File: src/rtl/tle_pkg.sv
// Package for the terminal line editor: key codes, result record type and
// stream widths. No dependencies; used by every module of the block.
`default_nettype none

package tle_pkg;

  localparam int LINE_BUFFER_SIZE_DEF = 32;
  localparam int RES_MAX              = 3;
  localparam int RES_IDX_W            = 2;
  localparam int IDX_W                = 5;
  localparam int IN_DATA_W            = 8;
  localparam int OUT_DATA_W           = 32;
  localparam int OUT_USER_W           = 3;

  localparam logic [7:0] CH_BS    = 8'd8;
  localparam logic [7:0] CH_TAB   = 8'd9;
  localparam logic [7:0] CH_LF    = 8'd10;
  localparam logic [7:0] CH_CR    = 8'd13;
  localparam logic [7:0] CH_ESC   = 8'd27;
  localparam logic [7:0] CH_SP    = 8'd32;
  localparam logic [7:0] CH_TICK  = 8'd96;
  localparam logic [7:0] CH_TILDE = 8'd126;
  localparam logic [7:0] CH_DEL   = 8'd127;

  typedef struct packed {
    logic             echo_valid;
    logic [7:0]       echo_byte;
    logic             store_valid;
    logic [IDX_W-1:0] store_index;
    logic [7:0]       store_byte;
    logic             line_done;
    logic [IDX_W-1:0] line_length;
    logic             term_debug;
    logic             adc_debug;
  } tle_result_t;

  typedef tle_result_t tle_burst_t [RES_MAX];

endpackage

`default_nettype wire

File: src/rtl/tle_decode.sv
// Key decoder of the terminal line editor: turns one byte and the editor state
// into up to three results and the next state. Depends on tle_pkg.
`default_nettype none

module tle_decode
  import tle_pkg::*;
#(
  parameter int LINE_BUFFER_SIZE = LINE_BUFFER_SIZE_DEF,
  localparam int PosW = $clog2(LINE_BUFFER_SIZE)
) (
  input  wire logic [7:0]           rx_byte,
  input  wire logic [PosW-1:0]      pos,
  input  wire logic                 term_dbg,
  input  wire logic                 adc_dbg,
  output tle_burst_t                res,
  output logic [RES_IDX_W-1:0]      res_last,
  output logic [PosW-1:0]           pos_nxt,
  output logic                      term_dbg_nxt,
  output logic                      adc_dbg_nxt
);

  logic [PosW+IDX_W-1:0] pos_ext;
  logic [IDX_W-1:0]      pos_lo;
  logic                  line_full;
  logic                  line_empty;

  assign pos_ext    = {{IDX_W{1'b0}}, pos};
  assign pos_lo     = pos_ext[IDX_W-1:0];
  assign line_full  = (pos == PosW'(LINE_BUFFER_SIZE - 1));
  assign line_empty = (pos == '0);

  always_comb begin
    for (int k = 0; k < RES_MAX; k++) begin
      res[k] = '0;
    end
    res_last     = '0;
    pos_nxt      = pos;
    term_dbg_nxt = term_dbg;
    adc_dbg_nxt  = adc_dbg;

    unique case (rx_byte)
      CH_CR: begin
        res[0].echo_valid  = 1'b1;
        res[0].echo_byte   = CH_CR;
        res[1].echo_valid  = 1'b1;
        res[1].echo_byte   = CH_LF;
        res[1].store_valid = 1'b1;
        res[1].store_index = pos_lo;
        res[1].line_done   = 1'b1;
        res[1].line_length = pos_lo;
        res_last           = RES_IDX_W'(1);
        pos_nxt            = '0;
      end
      CH_BS, CH_DEL: begin
        if (!line_empty) begin
          res[0].echo_valid = 1'b1;
          res[0].echo_byte  = CH_BS;
          res[1].echo_valid = 1'b1;
          res[1].echo_byte  = CH_SP;
          res[2].echo_valid = 1'b1;
          res[2].echo_byte  = CH_BS;
          res_last          = RES_IDX_W'(2);
          pos_nxt           = pos - PosW'(1);
        end
      end
      CH_TILDE: term_dbg_nxt = 1'b1;
      CH_TICK:  term_dbg_nxt = 1'b0;
      CH_TAB: begin
        adc_dbg_nxt        = 1'b1;
        res[0].line_done   = 1'b1;
        res[0].line_length = pos_lo;
      end
      CH_ESC:   adc_dbg_nxt = 1'b0;
      default: begin
        res[0].store_valid = 1'b1;
        res[0].store_index = pos_lo;
        if (line_full) begin
          // terminate and close the line, drop the byte
          res[0].line_done   = 1'b1;
          res[0].line_length = pos_lo;
          pos_nxt            = '0;
        end else begin
          res[0].echo_valid = 1'b1;
          res[0].echo_byte  = rx_byte;
          res[0].store_byte = rx_byte;
          pos_nxt           = pos + PosW'(1);
        end
      end
    endcase

    for (int k = 0; k < RES_MAX; k++) begin
      res[k].term_debug = term_dbg_nxt;
      res[k].adc_debug  = adc_dbg_nxt;
    end
  end

endmodule

`default_nettype wire

File: src/rtl/tle_out_buf.sv
// Result register of the terminal line editor: holds the results of one byte
// and hands them out one transfer per cycle while out_tready is high. Depends on tle_pkg.
`default_nettype none

module tle_out_buf
  import tle_pkg::*;
(
  input  wire logic                  clk,
  input  wire logic                  rst_n,
  input  wire logic                  load_valid,
  input  wire tle_burst_t            load_res,
  input  wire logic [RES_IDX_W-1:0]  load_last,
  output logic                       load,
  output logic                       out_tvalid,
  input  wire logic                  out_tready,
  output tle_result_t                out_res,
  output logic                       out_tlast
);

  tle_result_t          buf_r [RES_MAX];
  logic                 busy_r;
  logic [RES_IDX_W-1:0] idx_r;
  logic [RES_IDX_W-1:0] last_r;
  logic                 drain;

  assign out_tvalid = busy_r;
  assign out_tlast  = (idx_r == last_r);
  assign out_res    = buf_r[idx_r];
  assign drain      = busy_r & out_tready & out_tlast;
  // take the next burst when empty or when the final result leaves
  assign load       = load_valid & (~busy_r | drain);

  always_ff @(posedge clk) begin
    if (!rst_n) begin
      busy_r <= 1'b0;
      idx_r  <= '0;
      last_r <= '0;
    end else if (load) begin
      busy_r <= 1'b1;
      idx_r  <= '0;
      last_r <= load_last;
    end else if (drain) begin
      busy_r <= 1'b0;
    end else if (busy_r && out_tready) begin
      idx_r <= idx_r + RES_IDX_W'(1);
    end
  end

  always_ff @(posedge clk) begin
    if (load) begin
      for (int k = 0; k < RES_MAX; k++) begin
        buf_r[k] <= load_res[k];
      end
    end
  end

endmodule

`default_nettype wire

File: src/rtl/terminal_line_editor.sv
// Terminal line editor: one received byte in, one to three results out, each
// with echo, line memory write, line completion and debug flag fields. A byte
// is captured in an input register, decoded in one pass against the line
// position and the two debug flags, and its results land in a result register
// that sends one transfer per cycle while out_tready is high. A byte yields
// one result (most keys), two (carriage return) or three (backspace or DEL on
// a non-empty line); the result register sets that pace, and the input
// register takes the next byte while results are still leaving. A byte goes
// through the input register, then the result register, which can stall it.
// Depends on tle_pkg, tle_decode and tle_out_buf.
`default_nettype none

module terminal_line_editor
  import tle_pkg::*;
#(
  parameter int LINE_BUFFER_SIZE = LINE_BUFFER_SIZE_DEF
) (
  input  wire logic                  clk,
  input  wire logic                  rst_n,
  input  wire logic                  in_tvalid,
  output logic                       in_tready,
  input  wire logic [IN_DATA_W-1:0]  in_tdata,   // [7:0] rx_byte
  output logic                       out_tvalid,
  input  wire logic                  out_tready,
  // [7:0] echo_byte, [12:8] store_index, [20:13] store_byte,
  // [25:21] line_length, [26] term_debug, [27] adc_debug, [31:28] zero
  output logic [OUT_DATA_W-1:0]      out_tdata,
  // [0] echo_valid, [1] store_valid, [2] line_done
  output logic [OUT_USER_W-1:0]      out_tuser,
  output logic                       out_tlast
);

  localparam int PosW = $clog2(LINE_BUFFER_SIZE);

  logic                 in_valid_r;
  logic [7:0]           in_byte_r;
  logic [PosW-1:0]      pos_r;
  logic                 term_dbg_r;
  logic                 adc_dbg_r;

  tle_burst_t           dec_res;
  logic [RES_IDX_W-1:0] dec_last;
  logic [PosW-1:0]      pos_nxt;
  logic                 term_dbg_nxt;
  logic                 adc_dbg_nxt;
  logic                 load;
  tle_result_t          out_res;

  assign in_tready = ~in_valid_r | load;

  always_ff @(posedge clk) begin
    if (!rst_n) begin
      in_valid_r <= 1'b0;
    end else if (in_tready) begin
      in_valid_r <= in_tvalid;
    end
  end

  always_ff @(posedge clk) begin
    if (in_tready && in_tvalid) begin
      in_byte_r <= in_tdata[7:0];
    end
  end

  // advance the editor state when a byte's results enter the result register
  always_ff @(posedge clk) begin
    if (!rst_n) begin
      pos_r      <= '0;
      term_dbg_r <= 1'b0;
      adc_dbg_r  <= 1'b0;
    end else if (load) begin
      pos_r      <= pos_nxt;
      term_dbg_r <= term_dbg_nxt;
      adc_dbg_r  <= adc_dbg_nxt;
    end
  end

  tle_decode #(
    .LINE_BUFFER_SIZE(LINE_BUFFER_SIZE)
  ) u_decode (
    .rx_byte      (in_byte_r),
    .pos          (pos_r),
    .term_dbg     (term_dbg_r),
    .adc_dbg      (adc_dbg_r),
    .res          (dec_res),
    .res_last     (dec_last),
    .pos_nxt      (pos_nxt),
    .term_dbg_nxt (term_dbg_nxt),
    .adc_dbg_nxt  (adc_dbg_nxt)
  );

  tle_out_buf u_out_buf (
    .clk        (clk),
    .rst_n      (rst_n),
    .load_valid (in_valid_r),
    .load_res   (dec_res),
    .load_last  (dec_last),
    .load       (load),
    .out_tvalid (out_tvalid),
    .out_tready (out_tready),
    .out_res    (out_res),
    .out_tlast  (out_tlast)
  );

  assign out_tdata = {4'd0, out_res.adc_debug, out_res.term_debug, out_res.line_length,
                      out_res.store_byte, out_res.store_index, out_res.echo_byte};
  assign out_tuser = {out_res.line_done, out_res.store_valid, out_res.echo_valid};

  a_pos_range: assert property (@(posedge clk) disable iff (!rst_n)
    pos_r <= PosW'(LINE_BUFFER_SIZE - 1))
    else $error("line position beyond buffer");

  a_done_last: assert property (@(posedge clk) disable iff (!rst_n)
    out_tvalid && out_tuser[2] |-> out_tlast)
    else $error("line completion on a non-final result");

  a_store_last: assert property (@(posedge clk) disable iff (!rst_n)
    out_tvalid && out_tuser[1] |-> out_tlast)
    else $error("line write on a non-final result");

  a_silent_single: assert property (@(posedge clk) disable iff (!rst_n)
    out_tvalid && !out_tuser[0] |-> out_tlast)
    else $error("result without echo inside a burst");

endmodule

`default_nettype wire
File: config.mk
export PLATFORM = sky130hd
export DESIGN_NAME = terminal_line_editor
export DESIGN_NICKNAME = d
export VERILOG_FILES = /design/src/rtl/tle_pkg.sv /design/src/rtl/tle_decode.sv /design/src/rtl/tle_out_buf.sv /design/src/rtl/terminal_line_editor.sv
export SDC_FILE = /design/constraint.sdc
export NUM_CORES = 1
export LEC_CHECK = 0
export BUFFER_PORTS_ARGS = -buffer_cell sky130_fd_sc_hd__buf_4
export CORE_ASPECT_RATIO = 1.5
export CORE_MARGIN = 2
export CORE_UTILIZATION = 56
export DETAILED_ROUTE_END_ITERATION = 8
export PLACE_DENSITY = 0.86
export SLEW_MARGIN = 20
export SYNTH_ARGS = -nofsm -noshare
export SYNTH_HDL_FRONTEND = slang
export SYNTH_SLANG_ARGS = --single-unit
File: constraint.sdc
create_clock -name clk -period 4.3 [get_ports clk]
set_clock_uncertainty 0.05 [all_clocks]
set_input_delay 0.86 -clock clk [delete_from_list [all_inputs] [get_ports clk]]
set_output_delay 0.86 -clock clk [all_outputs]
set_load 0.02 [all_outputs]
==> key figures <==
Die
  • Die ar.: 0.006231 mm^2
  • Die height: 95.68 um
  • Core area: 0.005450 mm^2
  • Initial Utilization: 57.58%
  • Ports: 50
  • Cell Rows: 33
  • Die Wd: 65.12 um

Clock network
  • Worst-Skew Late Latency: 340 ps
  • Postcts setup bufs: 0
  • H-tree Lvls: 3
  • Bufs on Longest Clock Path: 2
  • CTS tree: done
  • CTS Sinks: 63
  • CTS Buf Count: 9
  • Hold_buf cts: 0
  • Post-CTS sizing: 0
  • Worst-path clk slew: 60 ps
  • Root buf cell: clkbuf_8

STA
  • Crit path time final: 2678 ps
  • Tcrit/Tclk final: 62.28%
  • Hold Slack: 456.9 ps
  • RSZ-0062 raised after global routing: no
  • Worst slew pin tran: 803.6 ps
  • Max Clk Rate: 373.4 MHz
  • Max_slew headroom: 45.93%
  • Total Negative Setup Slacks: 0 ps
  • Max-slew violations: 0
  • Final setup viols: 0
  • Final Hold Vio Count: 0

Detailed routing
  • Pre-Repair DR Iteration Count: 6
  • Via count: 2220
  • Vias/cell: 5.495
  • Routed Antenna Nets: 0
  • Total length of routed wires: 5.701 mm
  • DRC Markers: 0
  • Initial DRC count: 106
  • WL/cell: 14.11 um

Synthesis
  • Mapped Area: 0.003138 mm^2
  • Post-Syn Instances: 288
  • Most frequently used flop master after synthesis: edfxtp_1
  • Yosys cell types: 58
  • Post-synth EDFFs: 48
  • Sequential area share after synthesis: 55.50%
  • Area share of the largest cell type after synthesis: 45.93%
  • Synth warn: 0
  • Synthesized area per cell: 10.90 um^2
  • Cell taking the most area after synthesis: edfxtp_1
  • Async set-reset flop share out of synthesis: 0%
  • Number of synthesized register bits: 63
  • Synth area leaders: edfxtp_1, dfxtp_1, and2_1, a21oi_1, nand2b_1

Global routing
  • Met3 usage: 4.486%
  • Vias in the first global route: 2127
  • GR Util met2: 33.42%
  • Grt ovf: 0
  • Met1 Usage GRT: 23.63%
  • Grt peak-use layer: met2
  • Global-route wire length before repair: 9.528 mm
  • GRT Util Overall: 20.54%
  • Largest net degree at the start of global routing: 47
  • Initial antenna violation count: 0

Worst setup path
  • Reg2Reg Depth: 6
  • Worst r2r src: in_byte_r[7]$_DFFE_PP_
  • CP endpoint kind: output pin
  • Critical Path RT: 3390 ps
  • WS Path Type: reg2out
  • Worst Path Arrival: 1770 ps
  • CP Launch Type: flop
  • R2r endpoint: u_out_buf.buf_r[0][30]$_DFFE_PP_
  • Crit path to: out_tdata[0]
  • CP Max Fanout: 25
  • R2r setup slk: 1700 ps

Power
  • Pwr Density: 339.1 mW/mm^2
  • Switch share: 24.02%
  • Maximum vdd drop: 0.2603 mV
  • Psw: 0.2960 mW
  • Leakage: 1.383 nW
  • Reg power frac: 56.8%
  • Clock Power Share: 33.7%
  • Logic pwr share: 9.5%
  • Internal power: 0.9363 mW

Worst hold path
  • Worst Hold Class: reg2reg

Layout
  • Antenna diodes: 0
  • Final-stage net count: 344
  • Area growth syn-to-layout: 15.79%
  • Share of layout cells above drive strength 1: 20.96%
  • Finished Layout Cells: 404

Placement
  • Port bufs: 45
  • Placed cells: 388
  • GP Congestion: 0.8281
  • Post-DP HPWL: 4.014 mm

Status
  • Status: finished clean

Job
  • Max_cap viols: 0
-- registers in the layout, indices dropped and copies added (netlist names), named ones only --
name,flops
adc_dbg_r,1
in_byte_r,8
in_valid_r,1
pos_r,5
term_dbg_r,1
u_out_buf.buf_r,40
u_out_buf.idx_r,2
u_out_buf.last_r,2
u_out_buf.out_tvalid,1
-- stage by stage --
stage / util [%] / setup WS (ps) / area, um^2 / power [mW]
finish: 66.67 / 1622 / 3633 / 1.232
global route: 66.67 / 1385 / 3633 / 1.282
CTS: 66.67 / 1574 / 3633 / 1.243
detailed placement: 63.77 / 1631 / 3476 / 0.8300
global placement: 63.77 / 1686 / 3476 / 0.8255
floorplan: - / 965.0 / 3149 / 0.7894
-- power groups by stage --
| stage | clock, mW | sequential [mW] | combinational, mW |
|---|---|---|---|
| floorplan | 0 | 0.705 | 0.0842 |
| global placement | 0 | 0.710 | 0.115 |
| finish | 0.416 | 0.699 | 0.117 |
| CTS | 0.425 | 0.699 | 0.118 |
| detailed placement | 0 | 0.712 | 0.118 |
| global route | 0.452 | 0.702 | 0.128 |
-- critical path: stages, from the launching register on --
cell and delay, ps:
dfxtp_1 730, nor2_1 300, and2_1 250, buf_4 150
-- synthesized netlist by cell type, types with 2 or more instances --
library cell / count
buf_4: 6
nor4_1: 3
nand2_1: 21
buf_6: 2
a21o_1: 2
a31oi_1: 2
nor3_1: 6
nor2_1: 22
nand3_1: 2
and2_1: 34
nor2_2: 2
dfxtp_1: 15
a21oi_1: 21
ha_1: 3
or4_1: 2
nor3_4: 2
a211oi_1: 2
o21ai_0: 3
o22ai_1: 2
nand4b_1: 2
inv_1: 11
edfxtp_1: 48
o32ai_1: 2
a22oi_1: 2
and3_1: 2
nor2b_1: 8
clkbuf_1: 9
xnor2_1: 2
or2_1: 3
mux2i_1: 5
buf_2: 2
nand2b_1: 14
-- how the worst min path moves through the flow --
stage,from,end,slack [ps],cells after the start
floorplan,term_dbg_r$_SDFFE_PN0P_,term_dbg_r$_SDFFE_PN0P_,410,2
global placement,term_dbg_r$_SDFFE_PN0P_,term_dbg_r$_SDFFE_PN0P_,430,2
detailed placement,term_dbg_r$_SDFFE_PN0P_,term_dbg_r$_SDFFE_PN0P_,440,2
CTS,term_dbg_r$_SDFFE_PN0P_,term_dbg_r$_SDFFE_PN0P_,460,2
global route,u_out_buf.last_r[1]$_SDFFE_PN0P_,u_out_buf.last_r[1]$_SDFFE_PN0P_,500,2
finish,term_dbg_r$_SDFFE_PN0P_,term_dbg_r$_SDFFE_PN0P_,460,2
-- routing by layer --
layer	vias up	share of wire, %
li1	1097	-
met1	1011	39
met2	91	50
met3	21	6.9
met4	0	3.5
met5	-	0
-- cells in the final DEF, fill, tap and decap left out, drive strengths merged, types with 3 or more instances in the layout --
cell and instances:
or2 4, ha 3, clkbuf 12, edfxtp 48, inv 11, mux2i 5
and2 34, a211oi 3, nand2b 14, buf 46, nor2 24, nor2b 8
o21ai 4, dfxtp 15, nor4 4, conb 4, clkinv 3, nor3 8
nand2 21, a21oi 22
-- logic make-up after synthesis --
family / count (synthesis) / share of synthesized area [%]
multiplexers: 5 / 1.595
XOR/XNOR: 3 / 0.8375
other: 1 / 0.1195
AND/OR/NAND/NOR: 134 / 25.48
AO/OA/AOI/OAI: 49 / 10.41
adder cells (fa/ha/maj): 3 / 1.196
flip-flops: 63 / 55.50
buffers and inverters: 30 / 4.864
-- area by class of cell --
type | instances | area [um^2]
Fill cell | 439 | 1817
Tap cell | 70 | 87.58
Clock inverter | 4 | 22.52
Timing Repair Buffer | 46 | 345.3
Inverter | 11 | 41.29
Clock buffer | 12 | 135.1
Sequential cell | 63 | 1742
Multi-Input combinational cell | 198 | 1260
No activity file was read; power rests on OpenSTA's default activity.
